--- config.mk ---
export PLATFORM = sky130hd
export DESIGN_NAME = mock_digest_byte_stream
export DESIGN_NICKNAME = d
export VERILOG_FILES = /design/src/sv/mdbs_pkg.sv /design/src/sv/mdbs_front.sv /design/src/sv/mdbs_back.sv /design/src/sv/mdbs_emit.sv /design/src/sv/mock_digest_byte_stream.sv
export SDC_FILE = /design/constraint.sdc
export NUM_CORES = 1
export LEC_CHECK = 0
export ABC_CLOCK_PERIOD_IN_PS = 5350
export BUFFER_PORTS_ARGS = -buffer_cell sky130_fd_sc_hd__buf_2
export CORE_UTILIZATION = 55
export DETAILED_ROUTE_END_ITERATION = 10
export PLACE_DENSITY_LB_ADDON = 0.05
export RECOVER_POWER = 100
export SLEW_MARGIN = 10
export SYNTH_ARGS = -nofsm -noshare
export SYNTH_HDL_FRONTEND = slang
export SYNTH_HIERARCHICAL = 1
export SYNTH_SLANG_ARGS = --single-unit
--- constraint.sdc ---
create_clock -name clk -period 5.35 [get_ports clk]
set_clock_uncertainty 0.05 [all_clocks]
set_input_delay 0.8025 -clock clk [delete_from_list [all_inputs] [get_ports clk]]
set_output_delay 0.8025 -clock clk [all_outputs]
set_load 0.005 [all_outputs]
--- src/sv/mdbs_pkg.sv ---
`default_nettype none
package mdbs_pkg;

  localparam logic [31:0] INIT_A = 32'h6a09e667;
  localparam logic [31:0] INIT_B = 32'hbb67ae85;
  localparam logic [31:0] INIT_C = 32'h3c6ef372;
  localparam logic [31:0] INIT_D = 32'ha54ff53a;
  localparam logic [31:0] MUL_C  = 32'h9e3779b1;
  localparam int          ROT_D  = 5;

  localparam int DIGEST_WORDS = 8;
  localparam int IDX_W        = $clog2(DIGEST_WORDS);
  localparam logic [IDX_W-1:0] LAST_IDX = IDX_W'(DIGEST_WORDS - 1);

  // Queue depth must be a power of two so that the pointers wrap by themselves.
  localparam int QDEPTH = 4;
  localparam int QPTR_W = $clog2(QDEPTH);
  localparam int QCNT_W = QPTR_W + 1;

  typedef struct packed {
    logic [7:0] data_byte;
    logic       byte_present;
    logic       end_of_message;
  } item_t;

  typedef struct packed {
    logic        load;
    logic [31:0] a;
    logic [31:0] b;
    logic [31:0] c;
    logic [31:0] d;
  } snap_t;

endpackage
`default_nettype wire

--- src/sv/mdbs_front.sv ---
`default_nettype none
module mdbs_front (
  input  wire logic          clk,
  input  wire logic          rst,
  input  wire logic          msg_valid,
  output logic               msg_stall,
  input  wire mdbs_pkg::item_t msg_item,
  output logic               q_valid,
  output mdbs_pkg::item_t    q_item,
  input  wire logic          q_pop
);

  mdbs_pkg::item_t              queue [mdbs_pkg::QDEPTH];
  logic [mdbs_pkg::QPTR_W-1:0]  wr_ptr;
  logic [mdbs_pkg::QPTR_W-1:0]  rd_ptr;
  logic [mdbs_pkg::QCNT_W-1:0]  count;
  logic                         accept;
  logic                         push;

  assign msg_stall = (count == mdbs_pkg::QCNT_W'(mdbs_pkg::QDEPTH));
  assign accept    = msg_valid && !msg_stall;
  // A word that carries no byte and ends nothing has no effect, so it is dropped here.
  assign push      = accept && (msg_item.byte_present || msg_item.end_of_message);

  assign q_valid = (count != '0);
  assign q_item  = queue[rd_ptr];

  always_ff @(posedge clk) begin
    if (push) begin
      queue[wr_ptr] <= msg_item;
    end
  end

  always_ff @(posedge clk) begin
    if (rst) begin
      wr_ptr <= '0;
      rd_ptr <= '0;
      count  <= '0;
    end else begin
      if (push) begin
        wr_ptr <= wr_ptr + 1'b1;
      end
      if (q_pop) begin
        rd_ptr <= rd_ptr + 1'b1;
      end
      case ({push, q_pop})
        2'b10:   count <= count + 1'b1;
        2'b01:   count <= count - 1'b1;
        default: count <= count;
      endcase
    end
  end

endmodule
`default_nettype wire

--- src/sv/mdbs_back.sv ---
`default_nettype none
module mdbs_back (
  input  wire logic            clk,
  input  wire logic            rst,
  input  wire logic            q_valid,
  input  wire mdbs_pkg::item_t q_item,
  output logic                 q_pop,
  input  wire logic            emit_busy,
  output mdbs_pkg::snap_t      snap
);

  logic [31:0] acc_a;
  logic [31:0] acc_b;
  logic [31:0] acc_c;
  logic [31:0] acc_d;
  logic [7:0]  byte_position;

  logic [31:0] acc_a_next;
  logic [31:0] acc_b_next;
  logic [31:0] acc_c_next;
  logic [31:0] acc_d_next;
  logic [8:0]  sum9;
  logic [31:0] prod_c;

  // A closing word has to wait until the previous digest has left the snapshot.
  assign q_pop = q_valid && (!q_item.end_of_message || !emit_busy);

  always_comb begin
    sum9   = {1'b0, q_item.data_byte} + {1'b0, byte_position};
    prod_c = {24'b0, q_item.data_byte} * mdbs_pkg::MUL_C;
    acc_a_next = acc_a;
    acc_b_next = acc_b;
    acc_c_next = acc_c;
    acc_d_next = acc_d;
    if (q_item.byte_present) begin
      acc_a_next = ((acc_a << 5) + acc_a) ^ {23'b0, sum9};
      acc_b_next = ((acc_b << 16) + acc_b) ^ {23'b0, q_item.data_byte, 1'b0};
      acc_c_next = acc_c ^ prod_c;
      acc_d_next = {acc_d[31-mdbs_pkg::ROT_D:0], acc_d[31:32-mdbs_pkg::ROT_D]}
                   ^ {24'b0, q_item.data_byte};
    end
  end

  always_comb begin
    snap.load = q_pop && q_item.end_of_message;
    snap.a    = acc_a_next;
    snap.b    = acc_b_next;
    snap.c    = acc_c_next;
    snap.d    = acc_d_next;
  end

  always_ff @(posedge clk) begin
    if (rst) begin
      acc_a         <= mdbs_pkg::INIT_A;
      acc_b         <= mdbs_pkg::INIT_B;
      acc_c         <= mdbs_pkg::INIT_C;
      acc_d         <= mdbs_pkg::INIT_D;
      byte_position <= '0;
    end else if (q_pop) begin
      if (q_item.end_of_message) begin
        acc_a         <= mdbs_pkg::INIT_A;
        acc_b         <= mdbs_pkg::INIT_B;
        acc_c         <= mdbs_pkg::INIT_C;
        acc_d         <= mdbs_pkg::INIT_D;
        byte_position <= '0;
      end else begin
        acc_a         <= acc_a_next;
        acc_b         <= acc_b_next;
        acc_c         <= acc_c_next;
        acc_d         <= acc_d_next;
        byte_position <= byte_position + 8'(q_item.byte_present);
      end
    end
  end

endmodule
`default_nettype wire

--- src/sv/mdbs_emit.sv ---
`default_nettype none
module mdbs_emit (
  input  wire logic            clk,
  input  wire logic            rst,
  input  wire mdbs_pkg::snap_t snap,
  output logic                 busy,
  output logic                 dig_valid,
  input  wire logic            dig_stall,
  output logic [31:0]          digest_word,
  output logic [mdbs_pkg::IDX_W-1:0] word_index,
  output logic                 last_word
);

  logic [31:0]                 snap_a;
  logic [31:0]                 snap_b;
  logic [31:0]                 snap_c;
  logic [31:0]                 snap_d;
  logic [mdbs_pkg::IDX_W-1:0]  cnt;
  logic                        advance;
  logic [31:0]                 word_sel;

  assign advance = busy && (!dig_valid || !dig_stall);

  always_comb begin
    case (cnt)
      3'd0:    word_sel = snap_a;
      3'd1:    word_sel = snap_b;
      3'd2:    word_sel = snap_c;
      3'd3:    word_sel = snap_d;
      3'd4:    word_sel = snap_a ^ snap_b;
      3'd5:    word_sel = snap_b ^ snap_c;
      3'd6:    word_sel = snap_c ^ snap_d;
      default: word_sel = snap_d ^ snap_a;
    endcase
  end

  always_ff @(posedge clk) begin
    if (snap.load) begin
      snap_a <= snap.a;
      snap_b <= snap.b;
      snap_c <= snap.c;
      snap_d <= snap.d;
    end
    if (advance) begin
      digest_word <= word_sel;
      word_index  <= cnt;
      last_word   <= (cnt == mdbs_pkg::LAST_IDX);
    end
  end

  always_ff @(posedge clk) begin
    if (rst) begin
      busy      <= 1'b0;
      cnt       <= '0;
      dig_valid <= 1'b0;
    end else begin
      if (snap.load) begin
        busy <= 1'b1;
        cnt  <= '0;
      end else if (advance) begin
        cnt <= cnt + 1'b1;
        if (cnt == mdbs_pkg::LAST_IDX) begin
          busy <= 1'b0;
        end
      end
      if (advance) begin
        dig_valid <= 1'b1;
      end else if (!dig_stall) begin
        dig_valid <= 1'b0;
      end
    end
  end

endmodule
`default_nettype wire

--- src/sv/mock_digest_byte_stream.sv ---
`default_nettype none
// Channel   Handshake             Payload
// message   msg_valid/msg_stall   data_byte, byte_present, end_of_message
// digest    dig_valid/dig_stall   digest_word, word_index, last_word
//
// One message word is taken per cycle while msg_stall is low; a four-entry queue separates
// intake from absorption. A closing word puts out its eight digest words from a snapshot,
// while bytes of the next message go on being absorbed; a second closing word waits for it.
// Reset is synchronous and loads the initial constants with position zero.
// A stalled digest word holds in the output register, and absorption carries on until a
// closing word meets a busy snapshot; only then does the queue fill and stall intake.
module mock_digest_byte_stream (
  input  wire logic        clk,
  input  wire logic        rst,
  input  wire logic        msg_valid,
  output logic             msg_stall,
  input  wire logic [7:0]  data_byte,
  input  wire logic        byte_present,
  input  wire logic        end_of_message,
  output logic             dig_valid,
  input  wire logic        dig_stall,
  output logic [31:0]      digest_word,
  output logic [mdbs_pkg::IDX_W-1:0] word_index,
  output logic             last_word
);

  mdbs_pkg::item_t msg_item;
  mdbs_pkg::item_t q_item;
  mdbs_pkg::snap_t snap;
  logic            q_valid;
  logic            q_pop;
  logic            emit_busy;

  always_comb begin
    msg_item.data_byte      = data_byte;
    msg_item.byte_present   = byte_present;
    msg_item.end_of_message = end_of_message;
  end

  mdbs_front u_front (
    .clk       (clk),
    .rst       (rst),
    .msg_valid (msg_valid),
    .msg_stall (msg_stall),
    .msg_item  (msg_item),
    .q_valid   (q_valid),
    .q_item    (q_item),
    .q_pop     (q_pop)
  );

  mdbs_back u_back (
    .clk       (clk),
    .rst       (rst),
    .q_valid   (q_valid),
    .q_item    (q_item),
    .q_pop     (q_pop),
    .emit_busy (emit_busy),
    .snap      (snap)
  );

  mdbs_emit u_emit (
    .clk         (clk),
    .rst         (rst),
    .snap        (snap),
    .busy        (emit_busy),
    .dig_valid   (dig_valid),
    .dig_stall   (dig_stall),
    .digest_word (digest_word),
    .word_index  (word_index),
    .last_word   (last_word)
  );

endmodule
`default_nettype wire
==> impl_metrics.ini <==
[yosys]
synth_edf_count = 204
synthXorXnorAreaFrac_pct = 9.82
synth_ff_type = edfxtp_1
synth_fa_ha_area_share_pct = 12.9
yosysWarnings = 6
async_reset_ff_share_pct = 0
seq_area_frac_synth_pct = 41.5
synth-simple-area-share_pct = 10.9
synth_compound_area_share_pct = 15.0
synth_area_leaders = edfxtp_1 (28%), dfxtp_1 (13%), ha_1 (7.2%)
synthesis.area_um2 = 21700
synthCells = 2048
synth_top_family_by_area = compound AO/OA/AOI/OAI gates
ys_types = 82
synth_top_cell_by_area = edfxtp_1
synth_top_area_share_pct = 28.3
synthMuxAreaShare_pct = 5.46
ys_ff_latch = 347
avgSynthCellArea_um2 = 10.6

[placement]
place_area_um2 = 23300
gp_congestion = 0.944
place_ws_ns = -0.246
port_buffers = 51
hpwl_mm = 43.3
place_inst = 2653

[route]
drc = 0
antenna_left = 0
dr.pass1.iters = 7
wl_per_cell_um = 22.3
routed_via_density = 5.97
vias = 16400
wirelength_mm = 61.1
initialDrtViolationCount = 1378

[sta]
worstMarginPinSlew_ns = 2.28
hold_violations = 0
fmax_ghz = 0.184
whs_ns = 0.417
rsz0062_at_grt = yes
fin_crit_ns = 5.43
slew_headroom_pct = -51.9
setup_viol_count_final = 4
worst_slack_ns = -0.0845
finalCritPeriodShare_pct = 102
slew_violations = 42

[worst_setup_path]
startpoint_type = flip-flop
crit_fanout = 7
cp-end-kind = flip-flop
critPathKind = reg2reg
reg2reg_slack_ns = -0.08
crit_required_ns = 5.78
r2r-end = u_back/acc_c[31]$_SDFFE_PP0P_
worst-r2r-cell-count = 17
worstPathArrival_ns = 5.86
critical_path.endpoint = u_back/acc_c[31]$_SDFFE_PP0P_

[floorplanning]
initial_utilization_pct = 56.0
coreArea_um2 = 38700
die_area_um2 = 40200
dieWidth_um = 201
die_y_um = 201
num_rows = 72
io_pins = 52

[global_routing]
grt_pass1_vias = 16400
grt_pass1_wl_mm = 94.6
grt_start_max_net_pins = 75
grt_util_all_layers_pct = 30.7
overflow = 0
antenna_found_initial = 2

[final_layout]
register_area_um2 = 8990
multiInputGateArea_um2 = 12100
layout-drive-gt1-share_pct = 19.7
finalInstanceArea_um2 = 25100
layout.nets = 2393
fill_cells = 3088
stdcell_count = 2742
area_delta_synth_final_pct = 15.7

[clocking]
clockRootBuffer = clkbuf_16
insertion_delay_ns = 0.57
cts.sinks = 347
cts_tree = built
path_clk_slew_ns = 0.06
clock_path_buffers = 3
cts_max_level = 2
cts_made_buffers = 38

[run_status]
violations = max-capacitance violations, max-slew violations, negative setup slack
status = finished with violations

[job]
cap_violations = 1

[worst_hold_path]
hold_class = reg2reg
flip-flops by register name (all words and copies together), names as in the netlist, 25 cells and up, named ones only:
name                count
u_emit/snap_b          32
u_front/queue          40
u_emit/snap_d          32
u_back/acc_a           32
u_emit/snap_a          32
u_back/acc_d           32
u_emit/snap_c          32
u_emit/digest_word     32
u_back/acc_c           32
u_back/acc_b           25
worst min-delay path by stage:
| stage | from | endpoint | slack, ns | depth (start not counted) |
|---|---|---|---|---|
| after floorplan | u_back/acc_d[23]$_SDFFE_PP0P_ | u_back/acc_d[23]$_SDFFE_PP0P_ | 0.39 | 2 |
| after global placement | u_back/acc_d[23]$_SDFFE_PP0P_ | u_back/acc_d[23]$_SDFFE_PP0P_ | 0.40 | 2 |
| after detailed placement | u_back/acc_d[23]$_SDFFE_PP0P_ | u_back/acc_d[23]$_SDFFE_PP0P_ | 0.41 | 2 |
| after CTS | data_byte[3] | u_front/queue[3][5]$_DFFE_PP_ | 0.39 | 1 |
| after global routing | u_back/acc_d[23]$_SDFFE_PP0P_ | u_back/acc_d[23]$_SDFFE_PP0P_ | 0.43 | 2 |
| final | u_back/acc_d[23]$_SDFFE_PP0P_ | u_back/acc_d[23]$_SDFFE_PP0P_ | 0.42 | 2 |
critical path, cell delays in order, from the launching register on:
cell and delay (ns):
dfxtp_2 0.34, buf_12 0.12, mux4_2 0.61, fa_2 0.65, fa_1 0.44, inv_1 0.08
fa_1 0.45, fa_1 0.52, inv_2 0.05, ha_4 0.22, and2_4 0.15, a221o_1 0.39
a2111oi_4 0.30, buf_4 0.20, o21a_1 0.13, o31ai_2 0.09, or4_1 0.42, a31oi_1 0.14
cell usage after synthesis, drive strengths merged, types with 12 or more instances:
| cell type | count |
|---|---|
| xor2 | 134 |
| mux2i | 35 |
| inv | 123 |
| nor3 | 26 |
| ha | 124 |
| nand3 | 55 |
| buf | 36 |
| clkbuf | 71 |
| xnor2 | 109 |
| a222oi | 32 |
| nand2b | 12 |
| a21o | 64 |
| a31oi | 14 |
| edfxtp | 204 |
| fa | 62 |
| nor2 | 121 |
| a22oi | 27 |
| nand3b | 16 |
| or3 | 14 |
| mux2 | 54 |
| a21oi | 88 |
| o21ai | 61 |
| dfxtp | 143 |
| nand2 | 197 |
| a221oi | 35 |
| o211ai | 37 |
layout make-up:
class / count / share of cell area, %
clock inverters: 22 / 1.16
diodes: 1 / 0.00998
multi-input cells: 1471 / 48.4
repair buffers: 211 / 5.90
well taps: 518 / 2.58
clock buffers: 48 / 4.23
flip-flops and latches: 347 / 35.8
inverters: 124 / 1.87
through the flow:
stage	TNS, ns	util [%]
3_5_place_dp	-3.04	60.0
3_3_place_gp	-1.54	60.0
2_1_floorplan	0	-
5_1_grt	-2.94	64.7
4_1_cts	-0.155	64.3
6_report	-0.212	64.7
placed cells by master, fill, tap and decap left out, drive strengths merged, types with 11 or more instances in the layout:
master,count
a21oi,88
or3,14
nand3b,16
nand3,55
nand2,197
a222oi,32
o21ai,61
clkbuf,67
buf,192
mux2,54
a211oi,11
a31oi,14
ha,124
fa,62
xor2,134
and2,11
a221oi,35
a21o,64
nor2,121
nand2b,12
edfxtp,204
mux2i,35
inv,122
a22oi,27
nor3,26
dfxtp,143
xnor2,109
o211ai,37
clkinv,16
cells by family after synthesis:
| kind of cell | after synthesis |
|---|---|
| AOI/OAI and AO/OA | 434 |
| xor gates and xnor gates | 243 |
| adders and majority gates | 186 |
| buffers and inverters | 231 |
| DFF | 347 |
| muxes | 99 |
| other | 1 |
| and+or+nand+nor | 507 |
routing by layer:
layer / wire, µm / track usage [%] / share of wire, %
met1: 25100 / 39.4 / 41
met2: 29900 / 52.9 / 49
met3: 3930 / 3.44 / 6.4
met4: 2110 / 12.4 / 3.5
met5: 0 / 0 / 0
timing repair:
action,in CTS,in global routing
gates cloned,0,0
buffers inserted,12,7
pin swaps,42,21
setup endpoints to repair,25,30
hold buffers,0,0
gates resized for setup,49,36
Power is left out: the tool's default activity adds up to more than one toggle a clock period on the data nets, which glitch-free logic cannot reach.
